<file path="src/rtl/core/fdl_pkg.sv">
`timescale 1ns / 1ps

package fdl_pkg;

    // operation codes of an input item
    localparam logic [1:0] OP_WRITE     = 2'd0;
    localparam logic [1:0] OP_FIND_NAME = 2'd1;
    localparam logic [1:0] OP_FIND_ADDR = 2'd2;

    // configuration port
    localparam int unsigned CFG_INDEX_W = 1;
    localparam int unsigned CFG_DATA_W  = 7;
    localparam logic [CFG_INDEX_W-1:0] CFG_SORTED_BY_NAME = 1'b0;
    localparam logic [CFG_INDEX_W-1:0] CFG_ENTRY_COUNT    = 1'b1;

    typedef struct packed {
        logic [1:0]  operation;
        logic [5:0]  entry_index;
        logic [31:0] entry_address;
        logic [31:0] entry_size;
        logic [63:0] name_high;
        logic [63:0] name_low;
        logic [31:0] lookup_address;
    } in_item_t;

    typedef struct packed {
        logic        found;
        logic [31:0] file_address;
        logic [31:0] file_size;
        logic [63:0] found_name_high;
        logic [63:0] found_name_low;
    } out_item_t;

    typedef enum logic [1:0] {
        RES_ACK,
        RES_MISS,
        RES_HIT
    } res_kind_t;

    typedef struct packed {
        logic      load_query;
        logic      write_entry;
        logic      init_search;
        logic      issue_read;
        logic      step;
        logic      load_result;
        res_kind_t kind;
    } ctrl_cmd_t;

    typedef struct packed {
        logic [1:0] op;
        logic       count_ok;
        logic       hit;
        logic       more;
        logic       out_free;
    } dp_status_t;

endpackage

</file>
<file path="src/rtl/core/fdl_ctrl.sv">
`timescale 1ns / 1ps

module fdl_ctrl (
    input  logic                aclk,
    input  logic                aresetn,
    input  logic                s_valid,
    output logic                s_ready,
    input  fdl_pkg::dp_status_t status,
    output fdl_pkg::ctrl_cmd_t  cmd
);

    typedef enum logic [2:0] {
        ST_IDLE,
        ST_DISPATCH,
        ST_READ,
        ST_CMP,
        ST_DONE
    } state_t;

    state_t              state_reg, state_next;
    fdl_pkg::res_kind_t  kind_reg, kind_next;

    always_ff @(posedge aclk) begin
        if (!aresetn) begin
            state_reg <= ST_IDLE;
            kind_reg  <= fdl_pkg::RES_MISS;
        end else begin
            state_reg <= state_next;
            kind_reg  <= kind_next;
        end
    end

    always_comb begin
        state_next = state_reg;
        kind_next  = kind_reg;
        s_ready    = 1'b0;
        cmd        = '0;
        cmd.kind   = kind_reg;
        case (state_reg)
            ST_IDLE: begin
                s_ready = 1'b1;
                if (s_valid) begin
                    cmd.load_query = 1'b1;
                    state_next     = ST_DISPATCH;
                end
            end
            ST_DISPATCH: begin
                case (status.op)
                    fdl_pkg::OP_WRITE: begin
                        cmd.write_entry = 1'b1;
                        kind_next       = fdl_pkg::RES_ACK;
                        state_next      = ST_DONE;
                    end
                    fdl_pkg::OP_FIND_NAME, fdl_pkg::OP_FIND_ADDR: begin
                        if (status.count_ok) begin
                            cmd.init_search = 1'b1;
                            state_next      = ST_READ;
                        end else begin
                            kind_next  = fdl_pkg::RES_MISS;
                            state_next = ST_DONE;
                        end
                    end
                    default: begin
                        kind_next  = fdl_pkg::RES_MISS;
                        state_next = ST_DONE;
                    end
                endcase
            end
            ST_READ: begin
                cmd.issue_read = 1'b1;
                state_next     = ST_CMP;
            end
            ST_CMP: begin
                if (status.hit) begin
                    kind_next  = fdl_pkg::RES_HIT;
                    state_next = ST_DONE;
                end else begin
                    cmd.step = 1'b1;
                    if (status.more) begin
                        state_next = ST_READ;
                    end else begin
                        kind_next  = fdl_pkg::RES_MISS;
                        state_next = ST_DONE;
                    end
                end
            end
            ST_DONE: begin
                if (status.out_free) begin
                    cmd.load_result = 1'b1;
                    state_next      = ST_IDLE;
                end
            end
            default: begin
                state_next = ST_IDLE;
            end
        endcase
    end

endmodule

</file>
<file path="config.mk">
export PLATFORM = sky130hd
export DESIGN_NAME = fdl_ctrl
export DESIGN_NICKNAME = d
export VERILOG_FILES = /design/src/rtl/core/fdl_pkg.sv /design/src/rtl/core/fdl_ctrl.sv
export SDC_FILE = /design/constraint.sdc
export NUM_CORES = 1
export LEC_CHECK = 0
export BUFFER_PORTS_ARGS = -buffer_cell sky130_fd_sc_hd__buf_4
export CORE_AREA = 2 2 39 41
export CTS_BUF_LIST = sky130_fd_sc_hd__clkbuf_4
export CTS_CLUSTER_DIAMETER = 150
export DETAILED_ROUTE_END_ITERATION = 16
export DIE_AREA = 0 0 41 43
export GPL_ROUTABILITY_DRIVEN = 0
export PLACE_DENSITY = 0.53
export RECOVER_POWER = 50
export SLEW_MARGIN = 10
export SYNTH_ARGS = -nofsm -noshare
export SYNTH_HDL_FRONTEND = slang
export SYNTH_SLANG_ARGS = --single-unit
</file>
<file path="constraint.sdc">
create_clock -name aclk -period 1.31 [get_ports aclk]
set_clock_uncertainty 0.15 [all_clocks]
set_input_delay 0.1965 -clock aclk [delete_from_list [all_inputs] [get_ports aclk]]
set_output_delay 0.1965 -clock aclk [all_outputs]
set_load 0.02 [all_outputs]
</file>
==> flow_summary_export.csv, run 1 <==
group,metric,value,unit
setup_path,critPathCaptureType,"output port",
setup_path,worstPathCellList,"buf_6 > nor3_4 > and2_4 > buf_6",
global_routing,antenna_found_initial,0,
timing,rsz0062_at_grt,"true",
setup_path,crit_type,"reg -> out",
yosys,syn_area_per_cell,8.884,um^2
drt,wl_per_cell,11.25,um
timing,setup_viol_count_final,9,
yosys,synthArstFlopShare,0,
placed_design,pre_cts_slack,-119.9,ps
cts,cts_max_level,1,
floorplan,die_y,43,um
finish,drive_gt1_frac,0.6806,
yosys,yosys_warnings,0,
drt,drc,0,
drt,drt-total-wl,990,um
cts,clockBufferDepth,2,
setup_path,critical_path.max_stage_delay,360,ps
power,p_per_area,788.2,nW/um^2
timing,fmax,0.6530,GHz
setup_path,cp.required,960,ps
cts,root_buffer,"clkbuf_4",
floorplan,die_area,1763,um^2
setup_path,setup.worst_path.start_class,"flip-flop",
floorplan,start_util,0.2568,
outcome,status,"finished with violations",
worst_hold_path,hold_path_class,"in -> reg",
setup_path,timing.critical_path.mode_cell,"buf_6",
finish,final_core_util,0.5118,
yosys,netlist_instances,40,
global_routing,grt_max_degree,8,
yosys,synth.net_count,50,
cts,hold_buffers,0,
placed_design,place_inst,78,
floorplan,rows,14,
finish,stdcell_count,88,
drt,firstDrtPassIters,2,
cts,clkTransAtPathRegs,50,ps
global_routing,use_met2,0.1875,
yosys,synth_top_area_frac,0.2817,
global_routing,use_met3,0.04712,
global_routing,grt_pass1_wl,1573,um
power,p_total,558.2,uW
timing,slew_headroom,0.8424,
timing,worst_pin_slew,233.9,ps
outcome,violations,"setup timing",
global_routing,grt_busiest_layer,"met2",
setup_path,crit_path_max_fanout,4,
power,vdd_drop_max,0.3865,mV
timing,timing.final.ws_setup,-221.4,ps
floorplan,die_x,41,um
cts,worstSkewPairLatency,250,ps
yosys,synth_ff_type,"dfxtp_1",
yosys,ys_ff_latch,5,
placed_design,io_buffers,17,
yosys,syn_area,355.3,um^2
yosys,ys_types,27,
yosys,yosys.area.top_type,"dfxtp_1",
cts,cts_tree,"done",
timing,timing.final.crit_share,1.169,
timing,min_period,1531,ps
finish,largest_reg_flops,3,
finish,nets,83,
timing,hold_ws,70.60,ps
drt,drtIter0Drc,2,
finish,syn_to_final_growth,99.30,%
drt,vias,414,
yosys,synth_area_leaders,"dfxtp_1 (28%), buf_6 (6.3%), and2_1 (5.3%)",
cts,clock_sinks,5,
finish,diodes,0,
global_routing,grt_pass1_vias,385,
placed_design,place_hpwl,745.4,um
drt,avgViaCountPerCell,4.705,
job,drv_cap,0,
drt,final_antenna_net_count,0,
yosys,yosysMostFrequentCell,"dfxtp_1",
yosys,synth_edf_count,0,
floorplan,io_pins,18,
yosys,ys_top_cells_by_count,"dfxtp_1 (5), and2_1 (3), inv_1 (3)",
cts,cts_inserted_buffers,3,
global_routing,grt_usage,0.1368,
timing,report.final.slew_viol_count,0,
global_routing,use_met1,0.1683,
timing,hold_viol_final,0,
power,power.leakage,0.0003358,uW
setup_path,cp_slowest_cell,"dfxtp_4",
floorplan,core,1384,um^2
global_routing,grt-ovfl-total,0,
yosys,ys_seq_area_frac,0.2817,
setup_path,arrival,1180,ps
per-layer routing:
metal  vias to the layer above  wire length (um)  share of wire
li1                        211                 -              -
met1                       190               428           0.43
met2                        11               487           0.49
met3                         2                60          0.061
met4                         0                14          0.014
met5                         -                 0              0
cell usage in the layout, fill, tap and decap left out, types with 2 or more instances in the layout:
cell type	count
inv_1	3
buf_4	21
nand2_1	2
dfxtp_4	3
and2_4	2
dfxtp_1	2
and3b_1	2
a21boi_1	2
buf_6	10
clkbuf_4	4
final timing paths:
check               startpoint           end  slack, ps  cells after the start
hold reg to reg    kind_reg[0]   kind_reg[0]        310                      1
hold / removal         aresetn  state_reg[0]         70                      3
setup / recovery  state_reg[1]        cmd[7]       -220                      4
setup reg to reg  state_reg[0]   kind_reg[0]        -20                      4
metrics by stage:
step,instance area [um^2],setup TNS [ps]
2_1_floorplan,381.6,-24.02
6_report,708.2,-1139
3_3_place_gp,559.3,-518.0
4_1_cts,690.7,-1150
3_5_place_dp,559.3,-423.6
5_1_grt,708.2,-1638
power by group:
| part | internal [uW] | total [uW] | switching [uW] |
|---|---|---|---|
| sequential | 159 | 172 | 12.8 |
| combinational | 106 | 179 | 72.4 |
| clock | 136 | 208 | 71.2 |
| total | 402 | 558 | 156 |
cell families after synthesis:
kind of cell	synth area share
AOI/OAI and AO/OA	0.1655
adders and majority gates	0.03521
buffers and inverters	0.1091
DFF	0.2817
and+or+nand+nor	0.4085
critical path, delay by kind of cell (launching register included):
| family | cells | cell delay, ps |
|---|---|---|
| DFF | 1 | 360 |
| buffers and inverters | 2 | 220 |
| and+or+nand+nor | 2 | 350 |
repair_timing:
action                     in CTS  in global routing
resized for setup              17                  5
setup buffers                   6                  0
pin swaps                      11                  4
setup endpoints to repair      10                 10
gates cloned                    0                  0
final cells by class:
type                       count  area [um^2]
clock buffer                   4        30.03
multi-input combinational     29        265.3
tap                           16        20.02
inverter                       3        11.26
fill                         127        675.6
sequential                     5        111.4
timing repair buffer          31        270.3
Note: power is estimated with default switching activity, not from simulation.
==> inputs of run 2 (changes only) <==
- BUFFER_PORTS_ARGS: -buffer_cell sky130_fd_sc_hd__buf_4 -> -buffer_cell sky130_fd_sc_hd__buf_2
==> run 2 against run 1 <==
The flow still finishes with violations (setup timing). Critical path depth did not move. Sequential power barely moved. Register-to-register slack got worse by 120 ps. Utilization fell by 0.99 points. Global-route usage rose by 0.27 points. Combinational power fell by 3%. Die area did not move. First-iteration DRC count rose to 2.5 times the previous value. Clock power rose by 2%. Sequential share of layout area rose by 0.31 points. Total power barely moved. Critical path type unchanged. Largest cell class is now multi-input combinational cells.
==> flow_summary_export.csv, run 2 (synthesis gave the netlist of run 1 again) <==
group,metric,value,unit
setup_path,critical_path.max_stage_delay,360,ps
placed_design,place_hpwl,712,um
finish,most-common-layout-cells,"buf_4 (11), buf_2 (10), buf_6 (10), clkbuf_4 (4)",
placed_design,pre_cts_slack,-121.7,ps
cts,cts_max_level,1,
floorplan,die_y,43,um
drt,firstDrtPassIters,2,
global_routing,grt_max_degree,7,
finish,n_fill_cell,137,
drt,met2WireLength,491,um
timing,fmax,0.6542,GHz
timing,hold_viol_final,0,
global_routing,grt_usage,0.1396,
floorplan,io_pins,18,
drt,drt-total-wl,1066,um
floorplan,rows,14,
global_routing,antenna_found_initial,0,
drt,drc,0,
timing,timing.final.crit_share,1.167,
timing,worst_pin_slew,287.6,ps
cts,cts_inserted_buffers,3,
cts,clkTransAtPathRegs,50,ps
floorplan,core,1384,um^2
drt,highest-signal-layer,"met4",
finish,stdcell_count,89,
cts,root_buffer,"clkbuf_4",
setup_path,critPathCaptureType,"output port",
timing,slew_headroom,0.8074,
finish,syn_to_final_growth,95.42,%
cts,clockBufferDepth,2,
global_routing,grt_pass1_vias,391,
drt,wl_per_cell,11.98,um
worst_hold_path,hold_path_class,"in -> reg",
timing,report.final.slew_viol_count,0,
drt,drtIter0Drc,5,
timing,setup_viol_count_final,10,
job,drv_cap,0,
setup_path,arrival,1180,ps
placed_design,place_inst,78,
finish,nets,84,
floorplan,die_x,41,um
drt,m1WireLength,492,um
drt,vias,412,
power,p_per_area,803.5,nW/um^2
outcome,status,"finished with violations",
setup_path,crit_path_max_fanout,4,
finish,diodes,0,
drt,route.met3.wl,58,um
cts,worstSkewPairLatency,250,ps
outcome,violations,"setup timing",
timing,timing.final.ws_setup,-218.6,ps
finish,layout_commonest_cell,"buf_4",
drt,final_antenna_net_count,0,
setup_path,crit_type,"reg -> out",
setup_path,timing.critical_path.mode_cell,"buf_6",
drt,avgViaCountPerCell,4.629,
finish,largest_reg_flops,3,
setup_path,cp_slowest_cell,"dfxtp_4",
cts,clock_sinks,5,
floorplan,start_util,0.2568,
finish,drive_gt1_frac,0.6712,
setup_path,setup.worst_path.start_class,"flip-flop",
setup_path,cp.required,960,ps
global_routing,grt_pass1_wl,1614,um
power,power.leakage,0.0003304,uW
cts,cts_tree,"done",
global_routing,grt-ovfl-total,0,
setup_path,worstPathCellList,"buf_6 > nor3_4 > and2_4 > buf_6",
power,vdd_drop_max,0.4336,mV
timing,min_period,1529,ps
floorplan,die_area,1763,um^2
placed_design,io_buffers,17,
timing,rsz0062_at_grt,"true",
## run 2: cell types whose count changed in the layout (fill, tap and decap cells not counted), sizes merged
cell    previous run  this run
clkbuf             4         5
## run 2: final cells by class
cell class	count	area, um^2	share of cell area
Clock buffer	4	30.03	0.04324
Inverter	3	11.26	0.01622
Multi-Input combinational cell	29	272.8	0.3928
Sequential cell	5	111.4	0.1604
Tap cell	16	20.02	0.02883
Timing Repair Buffer	32	249.0	0.3586
## run 2: path summary, 6_finish.rpt
kind                                    from           end  slack [ps]  cells after the start
worst min-delay path               status[0]  state_reg[2]          70                      3
worst min register to register   kind_reg[1]   kind_reg[1]         320                      2
worst max register to register  state_reg[1]  state_reg[2]        -140                      4
worst max-delay path            state_reg[1]        cmd[7]        -220                      4
## run 2: repair_timing
action                                  in CTS  in global routing
buffers inserted                             4                  3
pin swaps                                   10                 10
endpoints found under the setup margin      10                 10
hold buffers                                 0                  0
resized for setup                           24                  6
## run 2: routing by layer
metal	track usage	up-vias
met3	0.04712	3
li1	-	212
met5	0	-
met1	0.1865	186
met4	0.08000	0
met2	0.1875	11
## run 2: worst max-delay path, delay by kind of cell, from the launching register on
kind / cells / cell delay, ps
buffers and inverters: 2 / 220
DFF: 1 / 360
and+or+nand+nor: 2 / 340
## run 2: per-stage QoR
step | hold WS [ps] | total power (uW) | instance area [um^2] | util | setup TNS [ps]
after floorplan | 185.7 | 254.1 | 381.6 | - | -24.02
after global placement | 302.6 | 303.2 | 516.7 | 0.3734 | -612.2
after detailed placement | 305.1 | 302.6 | 516.7 | 0.3734 | -523.4
after CTS | 63.22 | 546.1 | 646.9 | 0.4675 | -1154
after global routing | 84.08 | 583.4 | 694.4 | 0.5018 | -1875
final | 71.61 | 558.0 | 694.4 | 0.5018 | -1399
## run 2: report_power, final
part	internal, uW	total, uW	switching [uW]
clock	137	213	76.4
combinational	97.9	174	75.8
sequential	159	171	12.1
total	394	558	164
